**src/hw/rtl/dhf_pkg.sv**
```systemverilog
// Shared types, constants and control structures of the depth hole filler.
package dhf_pkg;

	localparam int DEPTH_BITS     = 18;
	localparam int DEF_MAX_WIDTH  = 1024;
	localparam int DEF_MAX_HEIGHT = 64;
	localparam int DEF_WINDOW     = 9;

	localparam int CFG_IDX_W  = 2;
	localparam int CFG_DATA_W = 18;
	localparam int THR_W      = 18;
	localparam int IMG_W_W    = 11;
	localparam int IMG_H_W    = 7;

	localparam logic [CFG_IDX_W-1:0] REG_THRESHOLD = 2'd0;
	localparam logic [CFG_IDX_W-1:0] REG_WIDTH     = 2'd1;
	localparam logic [CFG_IDX_W-1:0] REG_HEIGHT    = 2'd2;

	localparam logic OP_PIXEL = 1'b0;
	localparam logic OP_DRAIN = 1'b1;

	typedef struct packed {
		logic                  op;
		logic [DEPTH_BITS-1:0] depth;
	} in_item_t;

	typedef struct packed {
		logic [DEPTH_BITS-1:0] depth_out;
		logic                  last_of_frame;
	} out_item_t;

	typedef struct packed {
		logic store;
		logic read_self;
		logic scan_init;
		logic take_self;
		logic scan;
		logic div_clear;
		logic div_step;
		logic finish;
	} cmd_t;

	typedef struct packed {
		logic out_ready;
		logic out_full;
		logic self_hole;
		logic scan_last;
		logic div_last;
	} sts_t;

endpackage

```
**src/hw/rtl/dhf_ctrl.sv**
```systemverilog
// Controller state machine that sequences pixel stores, window scans and the divider.
module dhf_ctrl (
	input  logic            clk,
	input  logic            arst_n,
	input  logic            in_valid,
	input  logic            in_op,
	output logic            in_stall,
	input  dhf_pkg::sts_t   sts,
	output dhf_pkg::cmd_t   cmd
);
	import dhf_pkg::*;

	typedef enum logic [5:0] {
		ST_IDLE      = 6'b000001,
		ST_WAIT_SELF = 6'b000010,
		ST_SCAN      = 6'b000100,
		ST_SCAN_TAIL = 6'b001000,
		ST_DIV       = 6'b010000,
		ST_FINISH    = 6'b100000
	} state_t;

	state_t state_q, state_d;
	logic   xfer;

	assign in_stall = (state_q != ST_IDLE) || (in_op == OP_DRAIN && sts.out_full);
	assign xfer     = in_valid && !in_stall;

	always_comb begin
		state_d = state_q;
		cmd     = '0;
		case (state_q)
			ST_IDLE: begin
				if (xfer) begin
					if (in_op == OP_PIXEL) begin
						cmd.store = 1'b1;
					end else if (sts.out_ready) begin
						cmd.read_self = 1'b1;
						state_d       = ST_WAIT_SELF;
					end
				end
			end
			ST_WAIT_SELF: begin
				if (sts.self_hole) begin
					cmd.scan_init = 1'b1;
					state_d       = ST_SCAN;
				end else begin
					cmd.take_self = 1'b1;
					state_d       = ST_FINISH;
				end
			end
			ST_SCAN: begin
				cmd.scan = 1'b1;
				if (sts.scan_last) begin
					state_d = ST_SCAN_TAIL;
				end
			end
			ST_SCAN_TAIL: begin
				cmd.div_clear = 1'b1;
				state_d       = ST_DIV;
			end
			ST_DIV: begin
				cmd.div_step = 1'b1;
				if (sts.div_last) begin
					state_d = ST_FINISH;
				end
			end
			ST_FINISH: begin
				cmd.finish = 1'b1;
				state_d    = ST_IDLE;
			end
			default: begin
				state_d = ST_IDLE;
			end
		endcase
	end

	always_ff @(posedge clk or negedge arst_n) begin
		if (!arst_n) begin
			state_q <= ST_IDLE;
		end else begin
			state_q <= state_d;
		end
	end

endmodule

```
**config.mk**
```make
export PLATFORM = sky130hd
export DESIGN_NAME = dhf_ctrl
export DESIGN_NICKNAME = d
export VERILOG_FILES = /design/src/hw/rtl/dhf_pkg.sv /design/src/hw/rtl/dhf_ctrl.sv
export SDC_FILE = /design/constraint.sdc
export NUM_CORES = 1
export LEC_CHECK = 0
export ABC_AREA = 1
export BUFFER_PORTS_ARGS = -buffer_cell sky130_fd_sc_hd__buf_2
export CAP_MARGIN = 20
export CORE_AREA = 2 2 39 41
export DETAILED_ROUTE_END_ITERATION = 10
export DIE_AREA = 0 0 41 43
export GPL_ROUTABILITY_DRIVEN = 0
export PLACE_DENSITY = 0.63
export SLEW_MARGIN = 20
export SYNTH_ARGS = -nofsm -noshare
export SYNTH_HDL_FRONTEND = slang
export SYNTH_SLANG_ARGS = --single-unit
```
**constraint.sdc**
```tcl
create_clock -name clk -period 1.79 [get_ports clk]
set_clock_uncertainty 0.1 [all_clocks]
set_input_delay 0.0895 -clock clk [delete_from_list [all_inputs] [get_ports clk]]
set_output_delay 0.0895 -clock clk [all_outputs]
set_load 0.02 [all_outputs]
```
==> results_dict.tcl <==
set metrics [dict create \
    layout_common_cells "buf_2, inv_1, nor2_1" \
    yosysWarnings 0 \
    via_count 448 \
    multi_input_area_um2 250 \
    grt_pass1_vias 387 \
    p_total_uw 747 \
    area_growth_pct 39.6 \
    coreArea_um2 1380 \
    htree_num_levels 1 \
    portBuffers 17 \
    max_stage_delay_ns 0.55 \
    internal_power_uw 424 \
    clkPwrFrac 0.184 \
    io_pins 18 \
    hold_viol 0 \
    worstPathRequired_ns 1.60 \
    clkTransAtPathRegs_ns 0.05 \
    ys_ff_latch 6 \
    mostFrequentLayoutCell "buf_2" \
    synth_area_leaders "dfrtp_1, inv_1, nor3_2, nor2_1, dfstp_2" \
    drcViolationCount 0 \
    max-vdd-ir-drop_mv 0.635 \
    final.period_utilization 0.947 \
    end_kind "primary output" \
    diodes 0 \
    synthCells 57 \
    rsz0062_at_grt "true" \
    slowest_stage "dfstp_2" \
    leakagePower_uw 0.000343 \
    slew_headroom 0.826 \
    fmax_mhz 590 \
    grt_overflow 0 \
    cp_cell_sequence "inv_2 -> nor2_4 -> nand3_4 -> a21oi_2 -> inv_2 -> nor3_2 -> buf_4" \
    yosysTopAreaCell "dfrtp_1" \
    cts-root-buf "clkbuf_4" \
    tightestPinTransition_ns 0.259 \
    largest_reg_flops 6 \
    ys_seq_area_frac 0.345 \
    numCtsBuffers 3 \
    wl_per_cell_um 9.39 \
    cts.path.max_buffers 2 \
    viasPerCell 4.62 \
    grt_antenna_before_repair 0 \
    crit_top_cell "inv_2" \
    final-seq-area_um2 151 \
    wl_um 911 \
    utilization 0.443 \
    clock_latency_ns 0.25 \
    avgSynthCellArea_um2 7.70 \
    num-nets-final 91 \
    p_per_area_nw_per_um2 1220 \
    critPathMaxFanout 3 \
    fin_ws_ns 0.0948 \
    outcome "finished clean" \
    hpwl_um 786 \
    grt_max_degree 7 \
    cp-start-kind "register" \
    crit_arrival_ns 1.51 \
    die_width_um 41 \
    worst-setup-path-type "reg -> out" \
    cts_tree "done" \
    synth_top_area_frac 0.285 \
    maxCapViolCount 0 \
    top_regs "state_q: 6 flops" \
    combPwrFrac 0.547 \
    synthDistinctLibCells 19 \
    slew_viol_final 0 \
    top_register "state_q" \
    drt_iter0_drc 4 \
    timing.final.crit_period_ns 1.70 \
    drive_above_1_share 0.469 \
    die_area_um2 1760 \
    grt_pass1_wl_um 1550 \
    setup_violations 0 \
    switching_share 0.432 \
    synth.cell_area_um2 439 \
    clock-sinks 6 \
    fill_cells 145 \
    seq_power_share 0.269 \
    grtUsageTotal 0.132 \
    dpl_worst_slack_ns 0.233 \
    die_h_um 43 \
    synth_nets 66 \
    initial_core_util 0.317 \
    rows 14 \
    route.antenna.remaining_nets 0 \
    dr.pass1.iters 4 \
    power_switching_uw 323 \
    hp-class "in -> reg" \
]
[path summary, 6_finish.rpt]
kind	cells past startpoint	slack [ns]	to	startpoint
max in group asynchronous	2	1.28	state_q[0]	arst_n
min	3	0.02	state_q[2]	sts[2]
max	7	0.09	cmd[6]	state_q[0]
min in group asynchronous	2	0.09	state_q[5]	arst_n
max reg2reg	7	0.33	state_q[0]	state_q[0]
min reg2reg	3	0.51	state_q[0]	state_q[0]
[kinds of logic (layout without fill, tap and decap cells)]
group / Yosys count / count (layout) / share of synthesized area
simple gates: 33 / 33 / 0.450
buf+inv: 14 / 38 / 0.120
compound gates: 4 / 4 / 0.0855
flops: 6 / 6 / 0.345
[routing by layer]
layer	share of wire	global-route usage	vias to the layer above
met5	0	0	-
met4	0.0088	0.0600	0
met3	0.074	0.0628	2
met2	0.52	0.200	13
met1	0.40	0.149	202
li1	-	-	231
[per-stage QoR]
| step | cell area, um^2 | std cells | setup TNS [ns] | hold slack [ns] |
|---|---|---|---|---|
| floorplan | 439 | 57 | 0 | -0.306 |
| detailed placement | 544 | 90 | 0 | -0.182 |
| finish | 613 | 97 | 0 | 0.0235 |
| global route | 613 | 97 | -0.0146 | 0.0563 |
| CTS | 583 | 95 | 0 | 0.0208 |
| global placement | 544 | 90 | 0 | -0.183 |
[power groups by stage]
| stage | Sequential [uW] | Combinational (uW) | Clock [uW] |
|---|---|---|---|
| after CTS | 196 | 345 | 142 |
| final | 201 | 408 | 137 |
| after global routing | 204 | 457 | 151 |
| after floorplan | 193 | 261 | 0 |
| after global placement | 195 | 334 | 0 |
| after detailed placement | 197 | 337 | 0 |
[cell usage after synthesis]
cell / count
nand3b_1: 1
nand2_1: 5
nand2_2: 1
o21ai_0: 1
nand3_1: 3
inv_2: 1
nor3_2: 3
nor2_4: 2
inv_1: 13
nand4_1: 4
nand3_2: 2
o21bai_1: 1
nor2_2: 2
dfstp_2: 1
a21oi_2: 1
nor2_1: 8
dfrtp_1: 5
nor3_1: 2
a21oi_4: 1
[what timing repair did]
item	4_1_cts	5_1_grt
endpoints found under the hold margin	6	0
pin swaps	0	1
resized for setup	1	4
hold buffers	1	0
setup buffers	0	2
endpoints found under the setup margin	1	1
[area by class of cell]
class	instances	share of cell area
Tap cell	16	0.0327
Sequential cell	6	0.247
Inverter	14	0.0857
Timing Repair Buffer	20	0.184
Clock buffer	4	0.0429
Multi-Input combinational cell	37	0.408
[critical path, delay by kind of cell (launching register included)]
family / cells / cell delay [ns]
AO/OA/AOI/OAI: 1 / 0.13
buffers and inverters: 3 / 0.26
flip-flops: 1 / 0.55
AND/OR/NAND/NOR: 3 / 0.32
Power figures use the tool's default switching activity.
